**config.mk**
```make
export PLATFORM = sky130hd
export DESIGN_NAME = bgs_front
export DESIGN_NICKNAME = d
export VERILOG_FILES = /design/src/rtl/bgs_pkg.sv /design/src/rtl/bgs_front.sv
export SDC_FILE = /design/constraint.sdc
export NUM_CORES = 1
export LEC_CHECK = 0
export BUFFER_PORTS_ARGS = -buffer_cell sky130_fd_sc_hd__buf_2
export CORE_MARGIN = 3
export CORE_UTILIZATION = 65
export DETAILED_ROUTE_END_ITERATION = 6
export PLACE_DENSITY = 0.94
export SETUP_SLACK_MARGIN = 0.05
export SKIP_LAST_GASP = 1
export SYNTH_ARGS = -nofsm -noshare
export SYNTH_HDL_FRONTEND = slang
export SYNTH_SLANG_ARGS = --single-unit
```
**constraint.sdc**
```tcl
create_clock -name clock -period 22.2 [get_ports clock]
set_input_delay 3.33 -clock clock [delete_from_list [all_inputs] [get_ports clock]]
set_output_delay 3.33 -clock clock [all_outputs]
set_load 0.02 [all_outputs]
```
**src/rtl/bgs_pkg.sv**
```systemverilog
// bgs_pkg: shared types and constants of the bilinear grid sampler.
// Used by bgs_front, bgs_back and bilinear_grid_sampler_top.
package bgs_pkg;

   typedef enum logic [1:0] {
      OP_WRITE  = 2'd0,
      OP_SAMPLE = 2'd1,
      OP_SCATTER = 2'd2,
      OP_READ   = 2'd3
   } op_type;

   localparam logic CSR_HEIGHT = 1'b0;
   localparam logic CSR_WIDTH  = 1'b1;

   // classified item handed from front to back
   typedef struct packed {
      op_type             op;
      logic [6:0]         row;
      logic [6:0]         col;
      logic signed [15:0] pixel;
      logic signed [15:0] grad;
      logic               outside;
      logic signed [10:0] sy;   // floor row, may be -1
      logic signed [10:0] sx;
      logic [14:0]        fy;   // Q.15 fraction
      logic [14:0]        fx;
   } item_type;

   typedef enum logic [2:0] {
      BK_CLEAR,
      BK_IDLE,
      BK_READ,
      BK_WAIT,
      BK_ACC,
      BK_DONE
   } back_state_type;

endpackage

```
**src/rtl/bgs_front.sv**
```systemverilog
// bgs_front: accepts beats, maps grid coordinates to pixel units, queues items.
// Depends on bgs_pkg.
module bgs_front #(
   parameter int MAX_ROWS = 128,
   parameter int MAX_COLS = 128
) (
   input  logic               clock,
   input  logic               reset,
   input  logic               push,
   output logic               full,
   input  logic [1:0]         op,
   input  logic [6:0]         row,
   input  logic [6:0]         col,
   input  logic signed [15:0] pixel,
   input  logic signed [15:0] grid_y,
   input  logic signed [15:0] grid_x,
   input  logic signed [15:0] upstream_grad,
   input  logic [7:0]         height,
   input  logic [7:0]         width,
   output logic               q_valid,
   input  logic               q_take,
   output bgs_pkg::item_type  q_item
);
   localparam int SW = $clog2(MAX_ROWS > MAX_COLS ? MAX_ROWS : MAX_COLS) + 1;

   // stage 1 register: coordinate products
   logic               s1_ff, s1_in;
   logic [1:0]         op_ff;
   logic [6:0]         row_ff, col_ff;
   logic signed [15:0] pix_ff, grad_ff;
   logic signed [31:0] py_ff, px_ff;
   logic [SW-1:0]      h_ff, w_ff;

   // two entry queue
   bgs_pkg::item_type  qd_ff [2];
   logic [1:0]         cnt_ff;
   logic               rd_ff;

   function automatic logic [SW-1:0] eff(input logic [7:0] r, input int mx);
      logic [SW-1:0] s;
      s = (r == 8'd0) ? SW'(1) : SW'(r);
      if (32'(r) > mx) s = SW'(mx);
      return s;
   endfunction

   logic accept;
   logic [SW-1:0] h_e, w_e;
   assign accept = push && !full;
   assign h_e = eff(height, MAX_ROWS);
   assign w_e = eff(width, MAX_COLS);
   // one slot is reserved for the stage 1 item
   assign full = (32'(cnt_ff) + 32'(s1_ff)) >= 2;
   assign s1_in = accept;

   always_ff @(posedge clock) begin
      if (reset) s1_ff <= 1'b0;
      else s1_ff <= s1_in;
      if (accept) begin
         op_ff   <= op;
         row_ff  <= row;
         col_ff  <= col;
         pix_ff  <= pixel;
         grad_ff <= upstream_grad;
         h_ff    <= h_e;
         w_ff    <= w_e;
         py_ff   <= (32'(grid_y) + 32'sd16384) * $signed({1'b0, 31'(h_e - SW'(1))});
         px_ff   <= (32'(grid_x) + 32'sd16384) * $signed({1'b0, 31'(w_e - SW'(1))});
      end
   end

   // classification of the stage 1 item
   bgs_pkg::item_type it;
   logic signed [16:0] sy17, sx17;
   always_comb begin
      sy17 = 17'(py_ff >>> 15);
      sx17 = 17'(px_ff >>> 15);
      it.op      = bgs_pkg::op_type'(op_ff);
      it.row     = row_ff;
      it.col     = col_ff;
      it.pixel   = pix_ff;
      it.grad    = grad_ff;
      it.outside = (sy17 < -17'sd1) || (sy17 > $signed(17'(h_ff) - 17'sd1)) ||
                   (sx17 < -17'sd1) || (sx17 > $signed(17'(w_ff) - 17'sd1));
      it.sy = 11'(sy17);
      it.sx = 11'(sx17);
      it.fy = py_ff[14:0];
      it.fx = px_ff[14:0];
   end

   logic take;
   assign take = q_take && q_valid;
   assign q_valid = cnt_ff != 2'd0;
   assign q_item = qd_ff[rd_ff];

   always_ff @(posedge clock) begin
      if (reset) begin
         cnt_ff <= 2'd0;
         rd_ff  <= 1'b0;
      end else begin
         cnt_ff <= cnt_ff + 2'(s1_ff) - 2'(take);
         if (take) rd_ff <= !rd_ff;
      end
      // write slot is read pointer plus count
      if (s1_ff) qd_ff[rd_ff ^ cnt_ff[0]] <= it;
   end

`ifndef ASSERT_OFF
   a_cnt: assert property (@(posedge clock) disable iff (reset) cnt_ff <= 2'd2)
      else $error("queue overflow");
   a_room: assert property (@(posedge clock) disable iff (reset)
      s1_ff |-> (cnt_ff < 2'd2 || take)) else $error("no room for item");
   a_full: assert property (@(posedge clock) disable iff (reset)
      cnt_ff == 2'd2 |-> full) else $error("full not raised");
`endif
endmodule

```
==> results of run 1 <==
-- cell type report --
type	count	share of cell area, %
multi-input combinational	1446	51.64
sequential	335	32.80
inverter	532	6.541
timing repair buffer	212	3.557
clock buffer	35	2.590
tap	539	2.209
clock inverter	22	0.6557
antenna	1	0.008197
-- worst max path at each step --
stage | endpoint | cells past startpoint | slack (ps) | start
after floorplan | px_ff[31] | 31 | 11330 | width[5]
after global placement | px_ff[31] | 31 | 10940 | width[5]
after detailed placement | py_ff[29] | 30 | 10600 | height[2]
after CTS | py_ff[29] | 30 | 11030 | height[2]
after global routing | py_ff[29] | 30 | 10510 | height[2]
final | py_ff[29] | 30 | 10910 | height[2]
-- power groups by stage --
stage          sequential (mW)  clock, mW  combinational (mW)
6_report                  1.10      0.518                2.66
5_1_grt                   1.11      0.546                2.98
4_1_cts                   1.10      0.524                2.64
3_5_place_dp              1.11          0                2.59
3_3_place_gp              1.09          0                2.43
2_1_floorplan             1.08          0                1.96
-- registers in the layout (all words and copies together) (netlist names), named ones only --
name,count
s1_ff,1
grad_ff,16
col_ff,7
cnt_ff,2
op_ff,2
pix_ff,16
py_ff,32
rd_ff,1
px_ff,32
h_ff,8
w_ff,8
qd_ff,202
row_ff,7
-- per-stage QoR --
stage / power (mW) / cell area (um^2)
after global routing: 4.634 / 30530
after floorplan: 3.033 / 27890
after global placement: 3.520 / 29540
final: 4.274 / 30530
after detailed placement: 3.696 / 29540
after CTS: 4.265 / 30530
-- layer usage --
metal  vias to the layer above  routed length, um
met3                       216               5015
met2                       813              31940
met4                         2               3567
met5                         -                 13
met1                      9077              23390
li1                       7885                  -
-- logic make-up after synthesis --
logic type	after synthesis
other cells	2
simple gates	482
xor+xnor	75
flops	335
compound gates	172
fa+ha+maj	582
mux	103
buf+inv	568
-- critical path: cells and delay by family --
family | cells | cell delay, ps
buffers and inverters | 7 | 600
AND/OR/NAND/NOR | 5 | 1220
AO/OA/AOI/OAI | 8 | 1750
XOR/XNOR | 2 | 1320
adder cells (fa/ha/maj) | 8 | 3340
-- cell usage in the layout (no fill, tap or decap), types with 5 or more instances in the layout --
master     netlist  layout
a211oi_1         9       9
nand3_1         12      12
o21a_1          12      12
mux2_2         101     101
a21oi_1         49      49
clkinv_1         0       6
and2_1         120     118
nor2_1          76      75
xor2_1          20      20
nand2b_1        21      21
nor2b_1         45      45
clkinv_2         0       6
a21o_1          27      27
xnor2_1         55      55
nand2_1        127     127
or2_2            9       9
o21ai_0         28      28
buf_4            0      10
fa_1           384     384
buf_2            0     202
nor3_1          22      22
ha_1           198     198
or3_1            7       7
clkbuf_16        0      31
nand4_1         17      17
conb_1           2      32
nor4_1           7       7
o211ai_1         5       5
edfxtp_1       330     330
inv_1          532     532
==> results_dict.tcl, run 1 <==
set metrics [dict create \
    seq_power_share_pct 25.7 \
    multi_input_area_um2 15770 \
    chipWidth_um 212.7 \
    async_reset_ff_share_pct 0 \
    timing.hold.ws_ps 435.2 \
    wl_per_cell_um 20.48 \
    r2r_slack_ps 18610 \
    final_net_count 3240 \
    ys.flop_type "edfxtp_1" \
    synth_common_cells "inv_1, fa_1, edfxtp_1" \
    rr_worst_depth 12 \
    r2r_end "qd_ff[0][52]" \
    switching_share_pct 44.29 \
    slowest_delay_ps 1180 \
    critPathArrivalTime_ps 11580 \
    cts.path.max_buffers 3 \
    synthAdderAreaFrac_pct 36.59 \
    clk_pin_slew_worst_paths_ps 70 \
    worstHoldStart "grad_ff[2]" \
    dr.pass1.iters 6 \
    dp_hpwl_um 49200 \
    timing.final.crit_period_ps 11290 \
    routed_via_density 5.763 \
    synth-seq-cells 335 \
    p_per_area_nw_per_um2 140.0 \
    die_h_um 212.7 \
    insertion_delay_ps 550 \
    cts_root_buffer "clkbuf_16" \
    synthMuxAreaShare_pct 4.166 \
    cp_data_required_time_ps 22490 \
    syn_area_um2 27780 \
    outcome "finished, violations left" \
    critPathKind "in -> reg" \
    wirelength_um 63930 \
    antenna_found_initial 2 \
    peakVddDrop_mv 0.1477 \
    gp_congestion 0.9487 \
    synth.avg_cell_area_um2 11.98 \
    cp_max_fo 17 \
    synth_compound_area_share_pct 4.166 \
    p_comb_share_pct 62.2 \
    cap_violations 1 \
    ant_nets 0 \
    synth.most_common_cell "inv_1" \
    regToRegStartpoint "w_ff[4]" \
    rsz0062_at_grt "false" \
    synth.distinct_cells 65 \
    core_um2 42040 \
    pwr-share-clk_pct 12.1 \
    synth-xor-area-share_pct 2.364 \
    syn2layout_area_growth_pct 9.890 \
    io_pins 203 \
    worst_pin_slew_ps 1495 \
    fillers 2583 \
    critPathCaptureType "register" \
    timing.final.ws_setup_ps 10910 \
    drt_iter0_drc 1525 \
    p_int_mw 2.381 \
    max_freq_mhz 88.60 \
    use_met3_pct 4.834 \
    ctsHoldBuffers 0 \
    final_layout_size_suffix_gt1_share_pct 14.83 \
    post-route-util_pct 72.62 \
    gr-usage-met1_pct 36.23 \
    place_ws_ps 10600 \
    final_hold_viol_count 0 \
    synthDominantCellAreaShare_pct 35.67 \
    slew_headroom_pct -0.01191 \
    hold_depth 0 \
    fin_crit_sh_pct 50.84 \
    start_util_pct 66.08 \
    use_met2_pct 49.99 \
    grt_pass1_vias 19862 \
    top_usage_layer "met2" \
    leakagePower_nw 13.95 \
    fin_skew_ps 13.17 \
    grt_pass1_wl_um 102600 \
    register_area_um2 10010 \
    num_vias 17993 \
    yosysTopAreaCell "edfxtp_1" \
    cts_buffers 31 \
    hold_path.class "reg -> reg" \
    grt_max_degree 66 \
    postSynthCellCount 2319 \
    crit_slowest_cell "xor2_1" \
    fin_setup_tns_ps 0 \
    post_layout_nonfiller_instances 3122 \
    p_switching_mw 1.893 \
    worst_setup_path_start_kind "input port" \
    placementRows 75 \
    synth_top_family_by_area "adder cells" \
    ys_warn_count 0 \
    synth.area.top_cells "edfxtp_1, fa_1, ha_1" \
    clock_sinks 335 \
    min_to "qd_ff[1][55]" \
    die_area_um2 45260 \
    cts_tree "done" \
    cts_max_level 1 \
    violations "max-capacitance violations, max-slew violations" \
    ctsResizeCount 0 \
    seq_area_frac_synth_pct 36.03 \
    portBuffers 202 \
    postCtsSetupBuffers 0 \
    synth_edf_count 330 \
    dp.cells 3064 \
    globalRouteOverflowTotal 0 \
    final_max_slew_viol_count 1 \
    drc 0 \
    final-setup-viol-count 0 \
    grt_use_total_pct 29.07 \
    synth_simple_gate_area_share_pct 8.985 \
]
(Power assumes the default switching activity.)
==> run 2, diff against run 1 <==
ABC_AREA = 1   (was default)
CORE_UTILIZATION = 57   (was 65)
PLACE_DENSITY = 0.88   (was 0.94)
clock period = 9.85 ns   (was 22.2 ns; I/O delays follow)
==> run 2 against run 1 <==
Against the previous run: the flow now finishes without violations; worst setup slack got worse by 9200 ps; synthesized cell count increased by 21%; via count increased by 7.6%; clock-buffer cell count decreased by 5; utilization decreased by 9.2 points; flip-flop and latch count unchanged; non-clock buffer count decreased by 4; first-iteration DRC count decreased by 30%; largest cell class unchanged.
==> results_dict.tcl, run 2 <==
set metrics [dict create \
    p_per_area_nw_per_um2 321.3 \
    syn2layout_area_growth_pct 9.632 \
    routed_via_density 5.167 \
    start_util_pct 57.85 \
    yosysTopAreaCell "edfxtp_1" \
    final_cell_mix "inv_1, nand2_1, fa_1" \
    synth_compound_area_share_pct 2.650 \
    dp.cells 3694 \
    largest_reg_flops 202 \
    clk_pin_slew_worst_paths_ps 70 \
    grt_use_total_pct 24.43 \
    die_area_um2 53770 \
    leakagePower_nw 15.25 \
    synth.avg_cell_area_um2 10.33 \
    synth_top_family_by_area "adder cells" \
    rsz0062_at_grt "false" \
    dp_hpwl_um 53050 \
    cp_data_required_time_ps 10150 \
    cts_tree "done" \
    worst_setup_path_start_kind "input port" \
    cts.path.max_buffers 3 \
    ys_warn_count 0 \
    cts_root_buffer "clkbuf_16" \
    wl_per_cell_um 17.10 \
    wirelength_um 64080 \
    num_vias 19367 \
    gr-usage-met1_pct 32.24 \
    final_max_slew_viol_count 0 \
    async_reset_ff_share_pct 0 \
    drt_iter0_drc 1066 \
    hold_path.class "reg -> reg" \
    cts_max_level 1 \
    clock_sinks 335 \
    critPathCaptureType "register" \
    peakVddDrop_mv 0.3127 \
    ant_nets 0 \
    synth_common_cells "inv_1, nand2_1, fa_1" \
    cp_max_fo 19 \
    portBuffers 202 \
    ctsHoldBuffers 0 \
    synth.distinct_cells 50 \
    grt_pass1_wl_um 105200 \
    use_met2_pct 42.14 \
    cap_violations 0 \
    max_freq_mhz 122.2 \
    placementRows 82 \
    fin_skew_ps 7.950 \
    timing.final.crit_period_ps 8181 \
    grt_max_degree 75 \
    cts_buffers 26 \
    synthAdderAreaFrac_pct 34.95 \
    synthMuxAreaShare_pct 3.911 \
    grt_pass1_vias 20858 \
    synth_edf_count 330 \
    seq_area_frac_synth_pct 34.42 \
    critPathArrivalTime_ps 8480 \
    ys.flop_type "edfxtp_1" \
    globalRouteOverflowTotal 0 \
    final-setup-viol-count 0 \
    synth.most_common_cell "inv_1" \
    dr.pass1.iters 6 \
    outcome "finished, final reports clean" \
    ctsResizeCount 0 \
    finalPower_mw 10.24 \
    final_hold_viol_count 0 \
    worst_pin_slew_ps 1086 \
    fin_crit_sh_pct 83.06 \
    fin_setup_tns_ps 0 \
    gp_congestion 0.9165 \
    postCtsSetupBuffers 0 \
    drc 0 \
    post_layout_nonfiller_instances 3748 \
    top_usage_layer "met2" \
    synthDominantCellAreaShare_pct 34.07 \
    final_net_count 3732 \
    insertion_delay_ps 540 \
    synth-xor-area-share_pct 1.691 \
    slew_headroom_pct 27.41 \
    critPathKind "in -> reg" \
    crit_slowest_cell "fa_1" \
    syn_area_um2 29080 \
    slowest_delay_ps 630 \
    final_layout_size_suffix_gt1_share_pct 14.01 \
    use_met3_pct 3.840 \
    final_common_cell "inv_1" \
    die_h_um 231.9 \
    synth_simple_gate_area_share_pct 12.71 \
    core_um2 50270 \
    postSynthCellCount 2816 \
    chipWidth_um 231.9 \
    synth.area.top_cells "edfxtp_1, fa_1, inv_1" \
    antenna_found_initial 8 \
    io_pins 203 \
    synth-seq-cells 335 \
]
run 2: cell count changes after synthesis, moves of 19 or more:
cell | previous run | this run
nor2b_1 | 45 | 0
a21oi_1 | 49 | 73
nand2b_1 | 21 | 1
nor2_1 | 76 | 269
xor2_1 | 20 | 39
clkbuf_1 | 35 | 14
inv_1 | 532 | 688
nand2_1 | 127 | 428
xnor2_1 | 55 | 14
a21o_1 | 27 | 5
and2_1 | 120 | 2
nand3_1 | 12 | 56
run 2: cells by family (layout without fill, tap and decap cells):
| group | Yosys count | after routing |
|---|---|---|
| simple gates | 870 | 870 |
| other cells | 2 | 38 |
| compound gates | 137 | 137 |
| flops | 335 | 335 |
| xor+xnor | 54 | 54 |
| fa+ha+maj | 582 | 582 |
| mux | 101 | 101 |
| buf+inv | 735 | 959 |
run 2: power by group:
| group | switching, mW | internal [mW] | leakage (nW) | total, mW |
|---|---|---|---|---|
| Combinational | 4.32 | 2.34 | 11.7 | 6.66 |
| Sequential | 0.187 | 2.30 | 3.13 | 2.49 |
| Clock | 0.469 | 0.628 | 0.444 | 1.10 |
run 2: per-layer routing:
metal	vias to the layer above	share of wire, %
li1	9147	-
met1	9447	42
met2	638	49
met3	131	6.9
met4	4	2.8
met5	-	0.036
run 2: worst max-delay path: cells and delay by family:
kind                       cells  cell delay (ps)
and+or+nand+nor               15             1820
buffers and inverters         11             1220
adders and majority gates      8             3940
run 2: layout make-up:
type | instances | area, um^2
clock buffer | 30 | 675.6
sequential | 335 | 10010
inverter | 703 | 2644
clock inverter | 18 | 236.5
multi-input combinational | 1776 | 16400
timing repair buffer | 208 | 1056
antenna | 6 | 15.01
fill | 3733 | 18390
tap | 672 | 840.8
run 2: metrics by stage:
| step | util [%] | instance area [um^2] | setup slack [ps] | hold slack, ps |
|---|---|---|---|---|
| after floorplan | - | 29200 | 2067 | 421.5 |
| after global placement | 61.58 | 30960 | 1356 | 421.7 |
| after detailed placement | 61.58 | 30960 | 1105 | 430.2 |
| after CTS | 63.39 | 31870 | 1677 | 444.7 |
| after global routing | 63.40 | 31870 | 1175 | 452.5 |
| final | 63.42 | 31880 | 1669 | 441.2 |
run 2: final timing paths:
path,slack (ps),endpoint,cells after the start,from
max,1670,py_ff[31],34,height[5]
max reg2reg,6540,qd_ff[0][52],16,w_ff[1]
min,440,qd_ff[1][25],0,py_ff[10]
min reg2reg,440,qd_ff[1][25],0,py_ff[10]
==> run 3, diff against run 2 <==
clock period = 6.7 ns   (was 9.85 ns; I/O delays follow)
==> run 3 against run 2 <==
Against the previous run: the run now ends with negative setup slack left; worst setup slack got worse by 1900 ps; die area unchanged; routed wire length grew 24%; non-clock buffer count rose by 313; clock skew grew 17 ps; flip-flop and latch count unchanged; global-route usage up 2.4 points; largest cell class unchanged.
==> results_dict.tcl, run 3 (synthesized netlist as in run 2, its figures left out) <==
set metrics [dict create \
    core_um2 50270 \
    r2r_slack_ps 3420 \
    final_cell_mix "inv_1, nand2_1, fa_1" \
    grt_pass1_wl_um 114100 \
    worstHoldStart "py_ff[12]" \
    drc 0 \
    die_area_um2 53770 \
    hold_depth 0 \
    worst_setup_path_start_kind "input port" \
    dp_hpwl_um 58190 \
    final_net_count 4044 \
    critPathCaptureType "register" \
    slew_headroom_pct 25.74 \
    dr.pass1.iters 5 \
    portBuffers 202 \
    final-setup-viol-count 12 \
    antenna_found_initial 2 \
    drt_iter0_drc 1957 \
    cts_tree "done" \
    stdcell_area_um2 36180 \
    outcome "finished, violations left" \
    chipWidth_um 231.9 \
    timing.final.ws_setup_ps -239.2 \
    routed_via_density 5.485 \
    rr_worst_depth 17 \
    die_h_um 231.9 \
    dpl-instance-area_um2 33420 \
    cts_root_buffer "clkbuf_16" \
    start_util_pct 57.85 \
    grt_max_degree 83 \
    final_layout_size_suffix_gt1_share_pct 32.04 \
    placementRows 82 \
    rsz0062_at_grt "true" \
    slowest_delay_ps 600 \
    worst_pin_slew_ps 1114 \
    ctsHoldBuffers 0 \
    grt_pass1_vias 22248 \
    fin_crit_sh_pct 103.6 \
    largest_reg_flops 202 \
    io_pins 203 \
    cp_max_fo 6 \
    cts_buffers 25 \
    syn2layout_area_growth_pct 24.41 \
    final_common_cell "inv_1" \
    hold_path.class "reg -> reg" \
    fin_skew_ps 25.23 \
    num_vias 22238 \
    ant_nets 0 \
    crit_start "width[1]" \
    crit_path_frequent_cell "nor2_4" \
    r2r_end "qd_ff[0][52]" \
    insertion_delay_ps 540 \
    timing.final.crit_period_ps 6939 \
    globalRouteOverflowTotal 0 \
    critPathKind "in -> reg" \
    final_hold_viol_count 0 \
    wirelength_um 79630 \
    max_freq_mhz 144.1 \
    violations "negative setup slack" \
    wl_per_cell_um 19.64 \
    clock_sinks 335 \
    grt_use_total_pct 26.81 \
    cap_violations 0 \
    cp_data_required_time_ps 6980 \
    crit_slowest_cell "fa_2" \
    final_max_slew_viol_count 0 \
    critPathArrivalTime_ps 7220 \
    min_to "qd_ff[0][27]" \
    cts.path.max_buffers 3 \
    regToRegStartpoint "w_ff[0]" \
    clk_pin_slew_worst_paths_ps 70 \
    gp_congestion 0.9603 \
    cts_max_level 1 \
]
[run 3: final cells by class]
type | instances | area (um^2)
Tap cell | 672 | 840.8
Timing Repair Buffer | 521 | 3615
Inverter | 703 | 2716
Sequential cell | 335 | 10010
Clock inverter | 19 | 193.9
Antenna cell | 2 | 5.005
Clock buffer | 26 | 629.4
Fill cell | 2960 | 14090
Multi-Input combinational cell | 1776 | 18170
[run 3: worst max path at each step]
| stage | endpoint | slack, ps | cells past startpoint |
|---|---|---|---|
| finish | px_ff[27] | -240 | 31 |
| global route | px_ff[27] | -370 | 31 |
| global placement | py_ff[29] | -670 | 35 |
| detailed placement | py_ff[29] | -830 | 35 |
| CTS | py_ff[29] | 40 | 33 |
| floorplan | py_ff[31] | -100 | 31 |
[run 3: worst max-delay path: cells and delay by family]
kind / cells / cell delay [ps]
adders and majority gates: 8 / 3650
and+or+nand+nor: 13 / 1590
buffers and inverters: 10 / 960
[run 3: stage by stage]
step	hold slack [ps]	setup slack (ps)	instances	util [%]	TNS (ps)
2_1_floorplan	421.5	-97.54	2846	-	-448.4
3_3_place_gp	422.2	-671.7	3965	66.48	-15120
3_5_place_dp	429.8	-827.9	3965	66.48	-22520
4_1_cts	448.1	36.15	4012	68.48	0
5_1_grt	453.3	-371.4	4052	71.96	-6218
6_report	445.9	-239.2	4054	71.97	-1113
[run 3: metal layers]
metal	global-route usage [%]	part of all wire, %	vias to the layer above
li1	-	-	9774
met1	34.61	37	10846
met2	46.56	49	1253
met3	3.889	8.4	363
met4	9.314	5.5	2
met5	0	0.016	-
[run 3: repair_timing]
action,CTS,global route
setup buffers,2,42
gates resized for setup,40,395
endpoints found under the setup margin,26,42
pin swaps,11,143
Power of run 3 is left out: the tool's default activity adds up to more than one toggle a clock period on the data nets, which glitch-free logic cannot reach.
